===== src/rtl/kpc_pkg.sv =====
// ----------------------------------------------------------------------------
// kpc_pkg
// Shared types, codes and the CRC step for the keyed parameter cache.
// ----------------------------------------------------------------------------
package kpc_pkg;

    localparam int ENTRIES_DEF     = 32;
    localparam int KEY_BYTES_DEF   = 8;
    localparam int VALUE_BYTES_DEF = 8;
    localparam int QUEUE_DEPTH     = 2;

    localparam logic [15:0] CRC_INIT = 16'hFFFF;
    localparam logic [15:0] CRC_POLY = 16'h1021;
    localparam logic [15:0] CRC_MSB  = 16'h8000;

    localparam logic [20:0] SECTOR_RST = 21'd131072;
    localparam logic [10:0] HEADER_RST = 11'd32;
    localparam logic [10:0] RECORD_RST = 11'd64;

    typedef enum logic [2:0] {
        REQ_SET    = 3'd0,
        REQ_GET    = 3'd1,
        REQ_DELETE = 3'd2,
        REQ_COMMIT = 3'd3,
        REQ_FORMAT = 3'd4
    } req_code_t;

    typedef enum logic [2:0] {
        ST_OK        = 3'd0,
        ST_INVALID   = 3'd1,
        ST_NOT_FOUND = 3'd2,
        ST_FULL      = 3'd3,
        ST_NO_SPACE  = 3'd4
    } status_t;

    typedef enum logic [1:0] {
        KIND_REPLY  = 2'd0,
        KIND_RECORD = 2'd1,
        KIND_HEADER = 2'd2
    } kind_t;

    typedef enum logic [1:0] {
        CFG_SECTOR = 2'd0,
        CFG_HEADER = 2'd1,
        CFG_RECORD = 2'd2
    } cfg_index_t;

    typedef struct packed {
        logic [20:0] sector_bytes;
        logic [10:0] header_bytes;
        logic [10:0] record_bytes;
    } cfg_t;

    // Classified request as it travels from the front to the back.
    typedef struct packed {
        logic [2:0]  req;
        logic [63:0] key;
        logic [3:0]  vtype;
        logic [63:0] value;
        logic [7:0]  dlen;
        logic        klong;
        logic        vlong;
    } item_t;

    // One byte through CRC16-CCITT, MSB first.
    function automatic logic [15:0] crc_byte(input logic [15:0] c, input logic [7:0] b);
        logic [15:0] r;
        r = c ^ {b, 8'h00};
        for (int j = 0; j < 8; j++)
        begin
            if ((r & CRC_MSB) != 16'h0000)
                r = (r << 1) ^ CRC_POLY;
            else
                r = r << 1;
        end
        return r;
    endfunction

endpackage


===== src/rtl/kpc_queue.sv =====
// ----------------------------------------------------------------------------
// kpc_queue
// Short request queue between the front and the back.
// ----------------------------------------------------------------------------
module kpc_queue (
    input  logic           clk,
    input  logic           rst_n,
    input  logic           wr_valid,
    output logic           wr_ready,
    input  kpc_pkg::item_t wr_item,
    output logic           rd_valid,
    input  logic           rd_pop,
    output kpc_pkg::item_t rd_item
);

    localparam int PTR_W = (kpc_pkg::QUEUE_DEPTH > 1) ? $clog2(kpc_pkg::QUEUE_DEPTH) : 1;
    localparam int CNT_W = $clog2(kpc_pkg::QUEUE_DEPTH + 1);

    kpc_pkg::item_t slot_reg [kpc_pkg::QUEUE_DEPTH];
    logic [PTR_W-1:0] wr_ptr_reg;
    logic [PTR_W-1:0] rd_ptr_reg;
    logic [CNT_W-1:0] count_reg;
    logic             do_wr;
    logic             do_rd;

    assign wr_ready = (count_reg != CNT_W'(kpc_pkg::QUEUE_DEPTH));
    assign rd_valid = (count_reg != '0);
    assign rd_item  = slot_reg[rd_ptr_reg];
    assign do_wr    = wr_valid && wr_ready;
    assign do_rd    = rd_pop && rd_valid;

    always_ff @(posedge clk or negedge rst_n)
    begin
        if (!rst_n)
        begin
            wr_ptr_reg <= '0;
            rd_ptr_reg <= '0;
            count_reg  <= '0;
        end
        else
        begin
            if (do_wr)
                wr_ptr_reg <= (wr_ptr_reg == PTR_W'(kpc_pkg::QUEUE_DEPTH - 1)) ? '0
                              : wr_ptr_reg + PTR_W'(1);
            if (do_rd)
                rd_ptr_reg <= (rd_ptr_reg == PTR_W'(kpc_pkg::QUEUE_DEPTH - 1)) ? '0
                              : rd_ptr_reg + PTR_W'(1);
            if (do_wr && !do_rd)
                count_reg <= count_reg + CNT_W'(1);
            else if (do_rd && !do_wr)
                count_reg <= count_reg - CNT_W'(1);
        end
    end

    always_ff @(posedge clk)
    begin
        if (do_wr)
            slot_reg[wr_ptr_reg] <= wr_item;
    end

endmodule


===== config.mk =====
export PLATFORM = sky130hd
export DESIGN_NAME = kpc_queue
export DESIGN_NICKNAME = d
export VERILOG_FILES = /design/src/rtl/kpc_pkg.sv /design/src/rtl/kpc_queue.sv
export SDC_FILE = /design/constraint.sdc
export NUM_CORES = 1
export LEC_CHECK = 0
export BUFFER_PORTS_ARGS = -buffer_cell sky130_fd_sc_hd__buf_2
export CORE_AREA = 2 2 161 123
export CTS_BUF_LIST = sky130_fd_sc_hd__clkbuf_4 sky130_fd_sc_hd__clkbuf_8
export CTS_CLUSTER_DIAMETER = 50
export DETAILED_ROUTE_END_ITERATION = 8
export DIE_AREA = 0 0 163 125
export GPL_TIMING_DRIVEN = 0
export PLACE_DENSITY = 0.86
export REMOVE_ABC_BUFFERS = 1
export SKIP_LAST_GASP = 1
export SLEW_MARGIN = 0
export SYNTH_ARGS = -nofsm -noshare
export SYNTH_HDL_FRONTEND = slang
export SYNTH_SLANG_ARGS = --single-unit

===== constraint.sdc =====
create_clock -name clk -period 11.6 [get_ports clk]
set_input_delay 1.16 -clock clk [delete_from_list [all_inputs] [get_ports clk]]
set_output_delay 1.16 -clock clk [all_outputs]
set_load 0.02 [all_outputs]

# Yosys cells after proc, flatten, opt, wreduce, memory -nomap -nowiden
# Memories as Yosys holds them, arrays and structs flattened.
# Cells that the tools add are included.
# classes
reduce_logical,8
add_sub_neg,4
eq_ne,1
muxes,6
# op_table
cell,n
1-bit logical AND,4
1-bit 2-to-1 mux,4
2-bit 2-to-1 mux,2
2-bit nonzero test,2
"1-bit adder, second input constant",2
"2-bit by 1-bit adder with 2-bit output, second input constant",1
1-bit logical NOT,2
"2-bit inequality test, second input constant",1
"2-bit by 1-bit subtractor with 2-bit output, second input constant",1
# word_totals
mem_bits_rw,290
wordCells,23
ff_bits,4
n_memories,1
input_bits,149
out_inout_bits,147
# memory_table
memory,depth,width,read_ports,rd_clocked_by_memory_dff,wr,line,text
slot_reg,2,145,1,0,1,kpc_queue.sv:19,kpc_pkg::item_t slot_reg [kpc_pkg::QUEUE_DEPTH];

# Logic depth before layout (Yosys ltp)
# depth
depth_word,6
depth_mapped,7
depth_no_buf,7

# Worst setup path before layout
# OpenSTA, ideal clock, no wires.
# synth_timing
path_kind,input -> register
from,input port wr_valid
to,"memory slot_reg[0][0] (netlist name), enable pin"
t_arrival_ns,7.277
setup_time_ns,0.652
required_time_ns,10.948
path_buffers,0
stages,2
setup_slack_ns,3.672
cell_sequence,nand2_1 -> nor2_1
# synth_between
elab_chain_cells,3
# synth_rtl
element,line,text
"start, declared",kpc_queue.sv:8,"input logic wr_valid,"
1-bit logical AND,kpc_queue.sv:29,assign do_wr = wr_valid && wr_ready;
1-bit 2-to-1 mux,kpc_queue.sv:57,if (do_wr)
1-bit 2-to-1 mux (not written as such),kpc_queue.sv:58,slot_reg[wr_ptr_reg] <= wr_item;
"end, declared",kpc_queue.sv:19,
# No other way between the ends.

==> out/qor.txt <==
Status - completed
Average routed wire per standard cell - 19.2 um
Startpoint types - register
Crit share post-route - 0.293
Post-CTS Setup Inserts - 0
Nets - 952
Area Overhead vs Synth - 24.4%
Clk sinks - 294
Grt ovf - 0
Final setup fails - 0
CTS Hold Bufs - 0
Die area - 20400 um2
Fillers - 1193
Synth Instances - 469
Sum Neg Setup Slack - 0 ns
Yosys cell types - 14
Logic pwr share - 0.337
Die Height - 125 um
1st-iter DRT viols - 378
Detailed placer's ending HPWL - 13900 um
Top Ports - 296
Core area - 19000 um2
Register Area - 8810 um2
Avg Inst Size Synth - 22.9 um2
Max Cap Violations - 0
Power Density - 261 nW/um2
GRT Overall Usage - 0.201
Post-cts resize count - 0
Multi-input logic area - 1740 um2
Layer carrying the most global-route usage - met2
Die width - 163 um
Total Routed Length - 20900 um
Part of the power in registers - 0.440
Internal power - 2.34 mW
Flop-to-flop setup slack - 9.37 ns
Reg2reg end - slot_reg[1][81]
Initial antenna violation count - 2
CTS buffer count - 44
Vias in the first global route - 5807
Initial Utilization - 0.565
Crit path required time - 10.44 ns
Worst R2R Path Depth - 4
Rows - 44
Worst hold path class - in -> async
Tmin final - 3.40 ns
Slew HR - 0.559
Vias per cell - 5.11
Seq/Total Area, Yosys - 0.820
Port buffer count - 295
Number of synthesized register bits - 294
Switching share of power - 0.329
Yosys warns - 0
Antenna Nets Post-Route - 0
Largest net degree at the start of global routing - 61
Max clock buf depth - 3
Met3 global-route usage - 0.0803
Setup ws final - 8.20 ns
Htree depth - 2
Clk_skew - 0.0105 ns
Final Hold Viols - 0
Layout cells sized above 1 - 0.622
Worst setup path class - reg -> out
RSZ-0062 raised after global routing - no
Clk_lat worst skew - 0.52 ns
Met2 Use GR - 0.342
TritonCTS clock tree - yes
Leak - 5.04 nW
DRC viols - 0
Max reg flops - 290
Clk network pwr share - 0.223
Fmax - 0.294 GHz
Measured slew at the worst slew-check pin - 0.660 ns
Pre-CTS WS - 8.71 ns
Met1 Use GR - 0.234
TritonRoute pass-1 iters - 4
Critical-path maximum fanout - 60
Post-layout util - 0.703
R2r startpoint - count_reg[0]
Sw Pwr - 1.15 mW
Clock root buffer - clkbuf_8
RePlAce Congestion - 0.710
Pins Over Slew Limit - 0
Synthesized area - 10700 um2
First-pass GRT wire length - 31100 um
WP data arrival - 2.24 ns
Clk slew on worst S/H paths - 0.06 ns
Via Count - 5563
Max IR drop VDD - 210 uV
CP Capture Type - output pin
power groups by stage:
stage / combinational, mW / sequential [mW] / clock, mW
CTS: 1.19 / 1.53 / 0.801
global placement: 1.12 / 1.69 / 0
global route: 1.25 / 1.55 / 0.846
detailed placement: 1.18 / 1.55 / 0
floorplan: 0.748 / 1.62 / 0
finish: 1.17 / 1.53 / 0.778
placed cells by master (no fill, tap or decap):
| master | n |
|---|---|
| edfxtp_1 | 290 |
| clkinv_2 | 2 |
| clkbuf_4 | 18 |
| clkinvlp_4 | 1 |
| buf_12 | 4 |
| nor2_1 | 1 |
| xor2_1 | 2 |
| clkinv_1 | 11 |
| nand2b_1 | 1 |
| clkbuf_8 | 45 |
| buf_2 | 295 |
| nor2_4 | 1 |
| diode_2 | 1 |
| or2_2 | 1 |
| xnor2_1 | 3 |
| dfrtp_1 | 3 |
| nand2_1 | 2 |
| and3_4 | 1 |
| clkinv_4 | 1 |
| dfrtp_4 | 1 |
| ha_1 | 1 |
| buf_16 | 4 |
| mux2_2 | 145 |
| inv_1 | 1 |
layout make-up:
type,instances,share of cell area
sequential,294,0.660
multi-input combinational,158,0.130
timing repair buffer,303,0.125
clock buffer,63,0.0565
tap,253,0.0237
clock inverter,15,0.00506
inverter,1,0.000281
antenna,1,0.000187
how the worst max path moves through the flow:
stage | from | endpoint | slack [ns] | cells after the start
final | rd_ptr_reg | rd_item[110] | 8.20 | 3
after global routing | rd_ptr_reg | rd_item[110] | 8.07 | 3
after CTS | rd_ptr_reg | rd_item[110] | 8.14 | 3
after detailed placement | rd_ptr_reg | rd_item[47] | 8.71 | 3
after global placement | wr_valid | slot_reg[0][94] | 0.45 | 3
after floorplan | wr_valid | slot_reg[0][0] | 3.67 | 2
cell usage after synthesis:
library cell / number / area (um2)
edfxtp_1: 290 / 8710
mux2_2: 145 / 1630
clkbuf_8: 10 / 138
buf_6: 6 / 67.6
dfrtp_1: 4 / 100
xnor2_1: 3 / 26.3
nand2_1: 2 / 7.51
nor2_1: 2 / 7.51
xor2_1: 2 / 17.5
and3_1: 1 / 6.26
ha_1: 1 / 12.5
inv_1: 1 / 3.75
nand2b_1: 1 / 6.26
or2_2: 1 / 6.26
routing by layer:
metal	wire, um	share of wire
met3	2290	0.11
met5	13	0.00062
met4	464	0.022
met1	7740	0.37
met2	10400	0.50
metrics by stage:
step | instance area [um2] | std cells | hold WS, ns | power (mW)
global route | 13400 | 1088 | 0.417 | 3.65
detailed placement | 12500 | 1009 | 0.498 | 2.73
CTS | 13400 | 1087 | 0.414 | 3.53
floorplan | 10500 | 453 | 0.456 | 2.37
global placement | 12300 | 1001 | 0.475 | 2.81
finish | 13400 | 1088 | 0.448 | 3.48
kinds of logic after synthesis:
group / share of synthesized area
buf+inv: 0.0195
fa+ha+maj: 0.00116
flops: 0.820
simple gates: 0.00315
xor+xnor: 0.00408
mux: 0.152
worst max-delay path: stages (launching register included):
cell and delay (ns):
dfrtp_4 0.77, buf_16 0.34, mux2_2 0.40, buf_2 0.16
(Power assumes the default switching activity.)
