$ cat config.mk
export PLATFORM = sky130hd
export DESIGN_NAME = kpc_front
export DESIGN_NICKNAME = d
export VERILOG_FILES = /design/src/rtl/kpc_pkg.sv /design/src/rtl/kpc_front.sv
export SDC_FILE = /design/constraint.sdc
export NUM_CORES = 1
export LEC_CHECK = 0
export BUFFER_PORTS_ARGS = -buffer_cell sky130_fd_sc_hd__buf_2
export CORE_ASPECT_RATIO = 0.9
export CORE_MARGIN = 4
export CORE_UTILIZATION = 49
export DETAILED_ROUTE_END_ITERATION = 12
export GPL_ROUTABILITY_DRIVEN = 0
export PLACE_DENSITY = 0.86
export RECOVER_POWER = 50
export SKIP_LAST_GASP = 1
export SYNTH_ARGS = -nofsm -noshare
export SYNTH_HDL_FRONTEND = slang
export SYNTH_SLANG_ARGS = --single-unit
$ cat constraint.sdc
create_clock -name clk -period 11.1 [get_ports clk]
set_clock_uncertainty 0.2 [all_clocks]
set_input_delay 0.555 -clock clk [delete_from_list [all_inputs] [get_ports clk]]
set_output_delay 0.555 -clock clk [all_outputs]
set_load 0.005 [all_outputs]
$ cat src/rtl/kpc_pkg.sv
// ----------------------------------------------------------------------------
// kpc_pkg
// Shared types, codes and the CRC step for the keyed parameter cache.
// ----------------------------------------------------------------------------
package kpc_pkg;

    localparam int ENTRIES_DEF     = 32;
    localparam int KEY_BYTES_DEF   = 8;
    localparam int VALUE_BYTES_DEF = 8;
    localparam int QUEUE_DEPTH     = 2;

    localparam logic [15:0] CRC_INIT = 16'hFFFF;
    localparam logic [15:0] CRC_POLY = 16'h1021;
    localparam logic [15:0] CRC_MSB  = 16'h8000;

    localparam logic [20:0] SECTOR_RST = 21'd131072;
    localparam logic [10:0] HEADER_RST = 11'd32;
    localparam logic [10:0] RECORD_RST = 11'd64;

    typedef enum logic [2:0] {
        REQ_SET    = 3'd0,
        REQ_GET    = 3'd1,
        REQ_DELETE = 3'd2,
        REQ_COMMIT = 3'd3,
        REQ_FORMAT = 3'd4
    } req_code_t;

    typedef enum logic [2:0] {
        ST_OK        = 3'd0,
        ST_INVALID   = 3'd1,
        ST_NOT_FOUND = 3'd2,
        ST_FULL      = 3'd3,
        ST_NO_SPACE  = 3'd4
    } status_t;

    typedef enum logic [1:0] {
        KIND_REPLY  = 2'd0,
        KIND_RECORD = 2'd1,
        KIND_HEADER = 2'd2
    } kind_t;

    typedef enum logic [1:0] {
        CFG_SECTOR = 2'd0,
        CFG_HEADER = 2'd1,
        CFG_RECORD = 2'd2
    } cfg_index_t;

    typedef struct packed {
        logic [20:0] sector_bytes;
        logic [10:0] header_bytes;
        logic [10:0] record_bytes;
    } cfg_t;

    // Classified request as it travels from the front to the back.
    typedef struct packed {
        logic [2:0]  req;
        logic [63:0] key;
        logic [3:0]  vtype;
        logic [63:0] value;
        logic [7:0]  dlen;
        logic        klong;
        logic        vlong;
    } item_t;

    // One byte through CRC16-CCITT, MSB first.
    function automatic logic [15:0] crc_byte(input logic [15:0] c, input logic [7:0] b);
        logic [15:0] r;
        r = c ^ {b, 8'h00};
        for (int j = 0; j < 8; j++)
        begin
            if ((r & CRC_MSB) != 16'h0000)
                r = (r << 1) ^ CRC_POLY;
            else
                r = r << 1;
        end
        return r;
    endfunction

endpackage

$ cat src/rtl/kpc_front.sv
// ----------------------------------------------------------------------------
// kpc_front
// Input stage: trims the key at its first zero byte, masks the value and
// flags over-long keys and values.
// ----------------------------------------------------------------------------
module kpc_front #(
    parameter int KEY_BYTES   = kpc_pkg::KEY_BYTES_DEF,
    parameter int VALUE_BYTES = kpc_pkg::VALUE_BYTES_DEF
) (
    input  logic               clk,
    input  logic               rst_n,
    input  logic               s_tvalid,
    output logic               s_tready,
    input  logic [143:0]       s_tdata,
    input  logic [2:0]         s_tuser,
    output logic               push_valid,
    input  logic               push_ready,
    output kpc_pkg::item_t     push_item
);

    logic           hold_valid_reg;
    kpc_pkg::item_t item_reg;
    kpc_pkg::item_t item_next;
    logic [3:0]     klen;
    logic           stop;

    assign s_tready   = !hold_valid_reg || push_ready;
    assign push_valid = hold_valid_reg;
    assign push_item  = item_reg;

    always_comb
    begin
        klen = 4'd0;
        stop = 1'b0;
        item_next.req   = s_tuser;
        item_next.vtype = s_tdata[67:64];
        item_next.dlen  = s_tdata[139:132];
        item_next.key   = 64'd0;
        item_next.value = 64'd0;
        for (int i = 0; i < 8; i++)
        begin
            if (s_tdata[8*i +: 8] == 8'h00)
                stop = 1'b1;
            if (!stop)
            begin
                item_next.key[8*i +: 8] = s_tdata[8*i +: 8];
                klen = klen + 4'd1;
            end
            if (8'(i) < s_tdata[139:132])
                item_next.value[8*i +: 8] = s_tdata[68+8*i +: 8];
        end
        item_next.klong = (klen >= 4'(KEY_BYTES));
        item_next.vlong = (s_tdata[139:132] > 8'(VALUE_BYTES));
    end

    always_ff @(posedge clk or negedge rst_n)
    begin
        if (!rst_n)
            hold_valid_reg <= 1'b0;
        else if (s_tready)
            hold_valid_reg <= s_tvalid;
    end

    always_ff @(posedge clk)
    begin
        if (s_tready && s_tvalid)
            item_reg <= item_next;
    end

endmodule

# == After elaboration in Yosys (flattened, before gate mapping) ==
# Cells that the tools add are included.
# word_totals
ff_bits,146
input_bits,151
output_inout_bits,147
wordCells,66
# op_classes
addsub,7
n_lt_le_gt_ge,10
mux,16
reduce_logical,11
# ops
operator,n
$logic_not A8 Y1,8
$lt A3 B8 Y1 const A,4
$add A4 B1 Y4 const B,7
$mux W4,7
$lt A1 B8 Y1 const A,2
$lt A2 B8 Y1 const A,2
$mux W1,9
$gt A8 B4 Y1 const B,1
$ge A4 B4 Y1 const B,1
$logic_and A1 B1 Y1,1
$logic_not A1 Y1,1
$logic_or A1 B1 Y1,1

# == Depth between registers and ports, before layout ==
# Gate-level depths: netlist of the first run.
# depth
ltp_word,18
ltp_mapped,21
mapped_depth_nobuf,19

# == Worst setup path before layout of the first run ==
# OpenSTA, ideal clock, no wires.
# synth_timing
path_type,input to register
from,input push_ready
to,"register item_reg, in the netlist push_item[0], enable pin"
setup_time_ns,0.522
arrival_ns,4.048
required_time_ns,10.378
setup_slack_ns,6.330
stages,2
n_path_buf,0
path_cell_list,nand2b_1 > and2_1
# synth_via
elab_chain_cells,2
# synth_lines
element,line,rtl
from (decl),kpc_front.sv:17,"input logic push_ready,"
$logic_or A1 B1 Y1,kpc_front.sv:27,assign s_tready = !hold_valid_reg || push_ready;
$logic_and A1 B1 Y1,kpc_front.sv:66,if (s_tready && s_tvalid)
to (signal assigned),kpc_front.sv:67,item_reg <= item_next;
to (decl),kpc_front.sv:22,kpc_pkg::item_t item_reg;
# No other way between the ends.
# A chain may end at the register's enable or synchronous reset.

# == Worst setup path in the final report of the first run ==
# layout_timing
from,"register hold_valid_reg, in the netlist push_valid"
to,"register item_reg, in the netlist push_item[9], enable pin"
# layout_via
elab_chain_cells,3
# layout_lines
element,line,rtl
from (decl),kpc_front.sv:21,logic hold_valid_reg;
from (signal assigned),kpc_front.sv:61,hold_valid_reg <= s_tvalid;
$logic_not A1 Y1,kpc_front.sv:27,
$logic_or A1 B1 Y1,kpc_front.sv:27,
$logic_and A1 B1 Y1,kpc_front.sv:66,
# No other way between the ends.

==> flow_summary_export.csv, run 1 <==
group,metric,value,unit
final_layout,area_growth,35.5,%
synth,syn_area_per_cell,16.1,µm²
sta,tightestPinTransition,4010,ps
synth,muxShareOfSynthArea,0.00196,
critical_path,critical_path.max_fanout,82,
pwr,p_leak,3.05,nW
global_route,grt_pass1_wl,22400,µm
status,outcome,"complete, but fails checks",
route,routed_wl,15100,µm
clocking,cts_setup_buffers,0,
final_layout,final_common_cell,"buf_2",
final_layout,final_cell_mix,"buf_2 (183), edfxtp_1 (145), clkbuf_1 (108)",
floorplanning,ioPinCount,298,
floorplanning,start_util,0.502,
synth,yosys_warnings,0,
floorplanning,fp.coreArea,11400,µm²
critical_path,cp-end-kind,"register",
global_route,grt_pass1_vias,4343,
global_route,grt_start_max_net_pins,83,
sta,min_period,5150,ps
clocking,cts_tree,"yes",
sta,timing.slew.headroom,-1.67,
critical_path,cp-start-kind,"register",
sta,slew_viol_final,65,
min_path,hp-class,"in -> reg",
sta,rsz0062_at_grt,"no",
global_route,track_usage,0.223,
critical_path,cp_data_arrival_time,4980,ps
sta,fmax,194,MHz
placement,placed_area,7350,µm²
clocking,htreeDepth,4,
synth,synthAdderAreaFrac,0.00872,
flow_run,drv_cap,1,
sta,setup_tns,0,ps
sta,layout_setup_ws,5950,ps
clocking,cts.path.max_buffers,2,
clocking,path_clk_slew,60,ps
floorplanning,dieArea,13500,µm²
route,vias,4037,
synth,yosys.area_share.simple,0.188,
pwr,ir_drop,0.109,mV
final_layout,nets,812,
critical_path,max_stage_delay,2850,ps
route,wire_per_inst,18.2,µm
placement,io_buffers,293,
placement,dp_hpwl,11600,µm
placement,place_ws,5900,ps
clocking,post_cts_resize_count,0,
sta,hold_viol,0,
route,final_antenna_net_count,0,
route,dr.pass1.iters,6,
synth,synth_compound_gate_area_share,0.0179,
route,drc,0,
synth,yosys.cell_types.count,40,
floorplanning,die_x,122,µm
placement,dp.cells,793,
route,vias_per_cell,4.88,
global_route,antenna_found_initial,1,
synth,syn_nets,512,
floorplanning,die_y,111,µm
synth,synth-xor-area-share,0.00763,
sta,setup_violations,0,
floorplanning,row_count,37,
clocking,cts_root_buffer,"clkbuf_16",
final_layout,final_cells,827,
clocking,cts_buffers,17,
pwr,power_density,167,nW/µm²
critical_path,required,10940,ps
synth,yosysSeqAreaShare,0.763,
critical_path,cp_cell_sequence,"nand2b_1, and2_0, buf_4",
critical_path,crit_slowest_cell,"and2_0",
global_route,grt.overflow.total,0,
synth,ys_seq_elements,146,
synth,syn-cell-area,5740,µm²
sta,min_period_over_period,0.464,
synth,synth_top_family_by_area,"simple AND/OR/NAND/NOR gates",
route,drt-initial-drc-count,281,
clocking,worstSkewPairLatency,420,ps
synth,syn_inst,357,
final_layout,final_layout_size_suffix_gt1_frac,0.328,
status,violations,"capacitance limit, slew limit",
critical_path,crit_type,"reg -> reg",
clocking,cts_sinks,146,
final_layout,fin_area,7780,µm²
final_layout,utilization,0.680,
synthesized netlist by cell type, drive strengths merged:
cell type  instances  area [µm²]
nand3b             1        7.51
dfrtp              1        25.0
o31ai              1        7.51
or4                6        52.6
and2b             10        75.1
o22a               1        8.76
buf                2        16.3
nor2               9        41.3
nor2b             54         338
o21ai              3        15.0
inv                3        13.8
o21a               1        7.51
a221o              1        10.0
mux2               1        11.3
nand4              1        6.26
edfxtp           145        4350
or2                1        6.26
clkbuf            12        45.0
nand2              9        33.8
ha                 4        50.1
or3                1        6.26
and3               8        50.1
o221a              1        20.0
nor3               3        20.0
nand2b             3        18.8
a211oi             1        7.51
and2              51         319
nor4              13        96.3
a21oi              2        10.0
xor2               2        17.5
xnor2              3        26.3
nor4b              1        8.76
a32o               1        10.0
a31oi              1        6.26
routing by layer:
layer	track usage	vias to the layer above	wire length [µm]
li1	-	1909	-
met1	0.210	1887	4770
met2	0.416	217	8220
met3	0.0913	24	1670
met4	0.0933	0	386
met5	0	-	0
path summary, 6_finish.rpt:
kind,start,endpoint,slack (ps),cells after the start
min in group asynchronous,rst_n,push_valid,270,2
hold / removal,s_tuser[1],push_item[143],110,1
hold reg to reg,push_valid,push_valid,340,2
setup reg to reg,push_valid,push_item[9],5950,3
max in group asynchronous,rst_n,push_valid,10350,2
setup / recovery,push_valid,push_item[9],5950,3
kinds of logic after synthesis:
family / Yosys count
simple gates: 171
flops: 146
buf+inv: 17
compound gates: 13
xor+xnor: 5
fa+ha+maj: 4
mux: 1
sequential cells by signal, summed over array words and instances, names as in the netlist:
| name | flops |
|---|---|
| push_item | 145 |
| push_valid | 1 |
critical path, delay by kind of cell (launching register included):
family / cells / cell delay [ps]
buffers and inverters: 1 / 1110
DFF: 1 / 370
and+or+nand+nor: 2 / 2960
metrics by stage:
stage | power [mW] | hold slack (ps)
CTS | 1.32 | 86.3
global placement | 0.765 | 129
floorplan | 0.706 | 59.4
detailed placement | 0.771 | 131
finish | 1.30 | 109
global route | 1.35 | 83.9
power breakdown:
group	internal, mW	switching, mW	leakage, nW
Combinational	0.0468	0.0531	1.37
Sequential	0.647	0.00841	1.39
Clock	0.328	0.218	0.282
repair_timing:
| item | in CTS | in global routing |
|---|---|---|
| endpoints found under the hold margin | 1 | 0 |
| endpoints found under the setup margin | 0 | 0 |
| hold buffers | 1 | 0 |
final cells by class:
class                           instances  area, µm²
Antenna cell                            1       2.50
Timing Repair Buffer                  295       1350
Clock inverter                         15        140
Inverter                                3       13.8
Tap cell                              156        195
Sequential cell                       146       4380
Fill cell                             880       3660
Clock buffer                           17        425
Multi-Input combinational cell        194       1280
Note: power is estimated with default switching activity, not from simulation.
==> run 2: changes to the inputs <==
CORE_UTILIZATION = 41   (was 49)
PLACE_DENSITY = 0.76   (was 0.86)
clock period = 4.42 ns   (was 11.1 ns; I/O delays follow)
==> flow_summary_export.csv, run 2 (synthesis gave the netlist of run 1 again) <==
group,metric,value,unit
final_layout,largest_reg_flops,145,
sta,fmax,235,MHz
global_route,busiest_layer,"met2",
critical_path,regToRegStartpoint,"push_valid",
placement,io_buffers,293,
clocking,cts_sinks,146,
sta,setup_violations,0,
critical_path,cp_cell_sequence,"dlygate4sd3_1, clkbuf_1, or4_4, o22a_2, ha_4, nor2_1, nor2_1, ha_1, mux2_4, nor2_1, nor2_1, ha_1, o221a_4, ha_1, inv_1, a21oi_2, nand3b_1, xnor2_1, a32o_1",
floorplanning,die_y,120,µm
clocking,cts_root_buffer,"clkbuf_16",
global_route,antenna_found_initial,1,
flow_run,drv_cap,1,
clocking,worstSkewPairLatency,400,ps
placement,dp.cells,812,
status,violations,"hold timing, capacitance limit, slew limit",
global_route,met1_usage,0.233,
critical_path,cp-end-kind,"register",
sta,min_period_over_period,0.964,
final_layout,final_common_cell,"buf_2",
sta,min_period,4260,ps
route,final_antenna_net_count,0,
critical_path,crit_type,"in -> reg",
min_path,whs_path_depth,2,
critical_path,crit_buf_inv,3,
critical_path,critical_path.max_fanout,2,
placement,dp_hpwl,11500,µm
global_route,grt.overflow.total,0,
route,vias_per_cell,4.91,
route,dr.pass1.iters,5,
floorplanning,ioPinCount,298,
sta,tightestPinTransition,3120,ps
route,drt-initial-drc-count,389,
final_layout,final_layout_size_suffix_gt1_frac,0.262,
sta,setup_tns,0,ps
route,routed_wl,18900,µm
pwr,power_density,358,nW/µm²
critical_path,crit_slowest_cell,"dlygate4sd3_1",
critical_path,cpMostUsedCell,"nor2_1",
route,wire_per_inst,19.0,µm
critical_path,rr_worst_depth,3,
pwr,p_leak,3.63,nW
global_route,grt_pass1_vias,5246,
floorplanning,fp.coreArea,13500,µm²
clocking,cts.path.max_buffers,2,
critical_path,cp_top_family,"adder cells",
sta,rsz0062_at_grt,"no",
route,drc,0,
floorplanning,dieArea,16000,µm²
clocking,cts_tree,"yes",
critical_path,cp_data_arrival_time,4230,ps
pwr,finalPower,3.35,mW
final_layout,final_cell_mix,"buf_2 (162), dlygate4sd3_1 (146), edfxtp_1 (145)",
sta,slew_viol_final,69,
floorplanning,row_count,40,
critical_path,required,4380,ps
final_layout,nets,968,
floorplanning,die_x,133,µm
final_layout,area_growth,62.8,%
clocking,cts_buffers,17,
critical_path,worst_r2r_endpoint,"push_item[23]",
critical_path,cp-start-kind,"primary input",
global_route,met2_usage,0.444,
global_route,grt_pass1_wl,28500,µm
min_path,hp-start,"s_tdata[73]",
critical_path,rrSetupSlack,570,ps
clocking,htreeDepth,4,
sta,layout_setup_ws,158,ps
route,vias,4885,
min_path,hp-class,"in -> reg",
sta,timing.slew.headroom,-1.08,
min_path,hold_end,"push_item[15]",
critical_path,worstSetupPathDepth,19,
global_route,gr-usage-met3,0.0857,
pwr,ir_drop,0.362,mV
sta,hold_slack,-5.15,ps
placement,place_ws,7.81,ps
floorplanning,start_util,0.425,
final_layout,final_cells,995,
status,outcome,"complete, but fails checks",
global_route,track_usage,0.233,
clocking,path_clk_slew,60,ps
sta,hold_viol,1,
global_route,grt_start_max_net_pins,78,
critical_path,max_stage_delay,530,ps
==> run 2: cell count changes in the layout (fill, tap and decap cells not counted), sizes merged <==
cell | previous run | this run
buf | 186 | 171
bufinv | 2 | 1
clkinv | 10 | 8
inv | 5 | 6
clkinvlp | 1 | 2
dlygate4sd3 | 1 | 146
clkbuf | 125 | 152
==> run 2: area by class of cell <==
cell class	instances	area [µm²]
Sequential cell	146	4380
Fill cell	954	4170
Timing Repair Buffer	451	2860
Multi-Input combinational cell	194	1340
Clock buffer	18	429
Tap cell	168	210
Clock inverter	14	114
Inverter	3	13.8
Antenna cell	1	2.50
==> run 2: worst reg2reg max path: stages, from the launching register on <==
cell and delay, ps:
dfrtp_1 390, nand2b_1 130, and2_1 2260, buf_12 460
==> run 2: how the worst max path moves through the flow <==
stage,endpoint,from,slack (ps)
after floorplan,push_item[1],s_tdata[3],140
after global placement,push_item[1],s_tdata[13],170
after detailed placement,push_item[1],s_tdata[17],8
after CTS,push_item[1],s_tdata[23],20
after global routing,push_item[1],s_tdata[14],40
final,push_item[1],s_tdata[7],160
==> run 2: through the flow <==
stage                      util  cell area [µm²]
after floorplan               -             5740
after global placement    0.550             7430
after detailed placement  0.550             7430
after CTS                 0.698             9440
after global routing      0.692             9350
final                     0.692             9350
==> run 2: per-layer routing <==
| metal | vias up | wire (µm) |
|---|---|---|
| met3 | 30 | 1670 |
| met2 | 263 | 10500 |
| met5 | - | 0 |
| li1 | 2215 | - |
| met1 | 2377 | 6390 |
| met4 | 0 | 363 |
==> run 2: where the power goes <==
part           total (mW)  switching (mW)  leakage [nW]  internal (mW)
sequential           1.65          0.0247          1.39           1.62
combinational       0.369           0.166          1.98          0.203
clock                1.33           0.557         0.261          0.771
total                3.35           0.748          3.63           2.60
==> run 2: what timing repair did <==
item / 4_1_cts / 5_1_grt
buffers inserted: 0 / 4
setup endpoints to repair: 0 / 1
hold buffers: 146 / 0
resized for setup: 0 / 11
hold endpoints to repair: 145 / 0
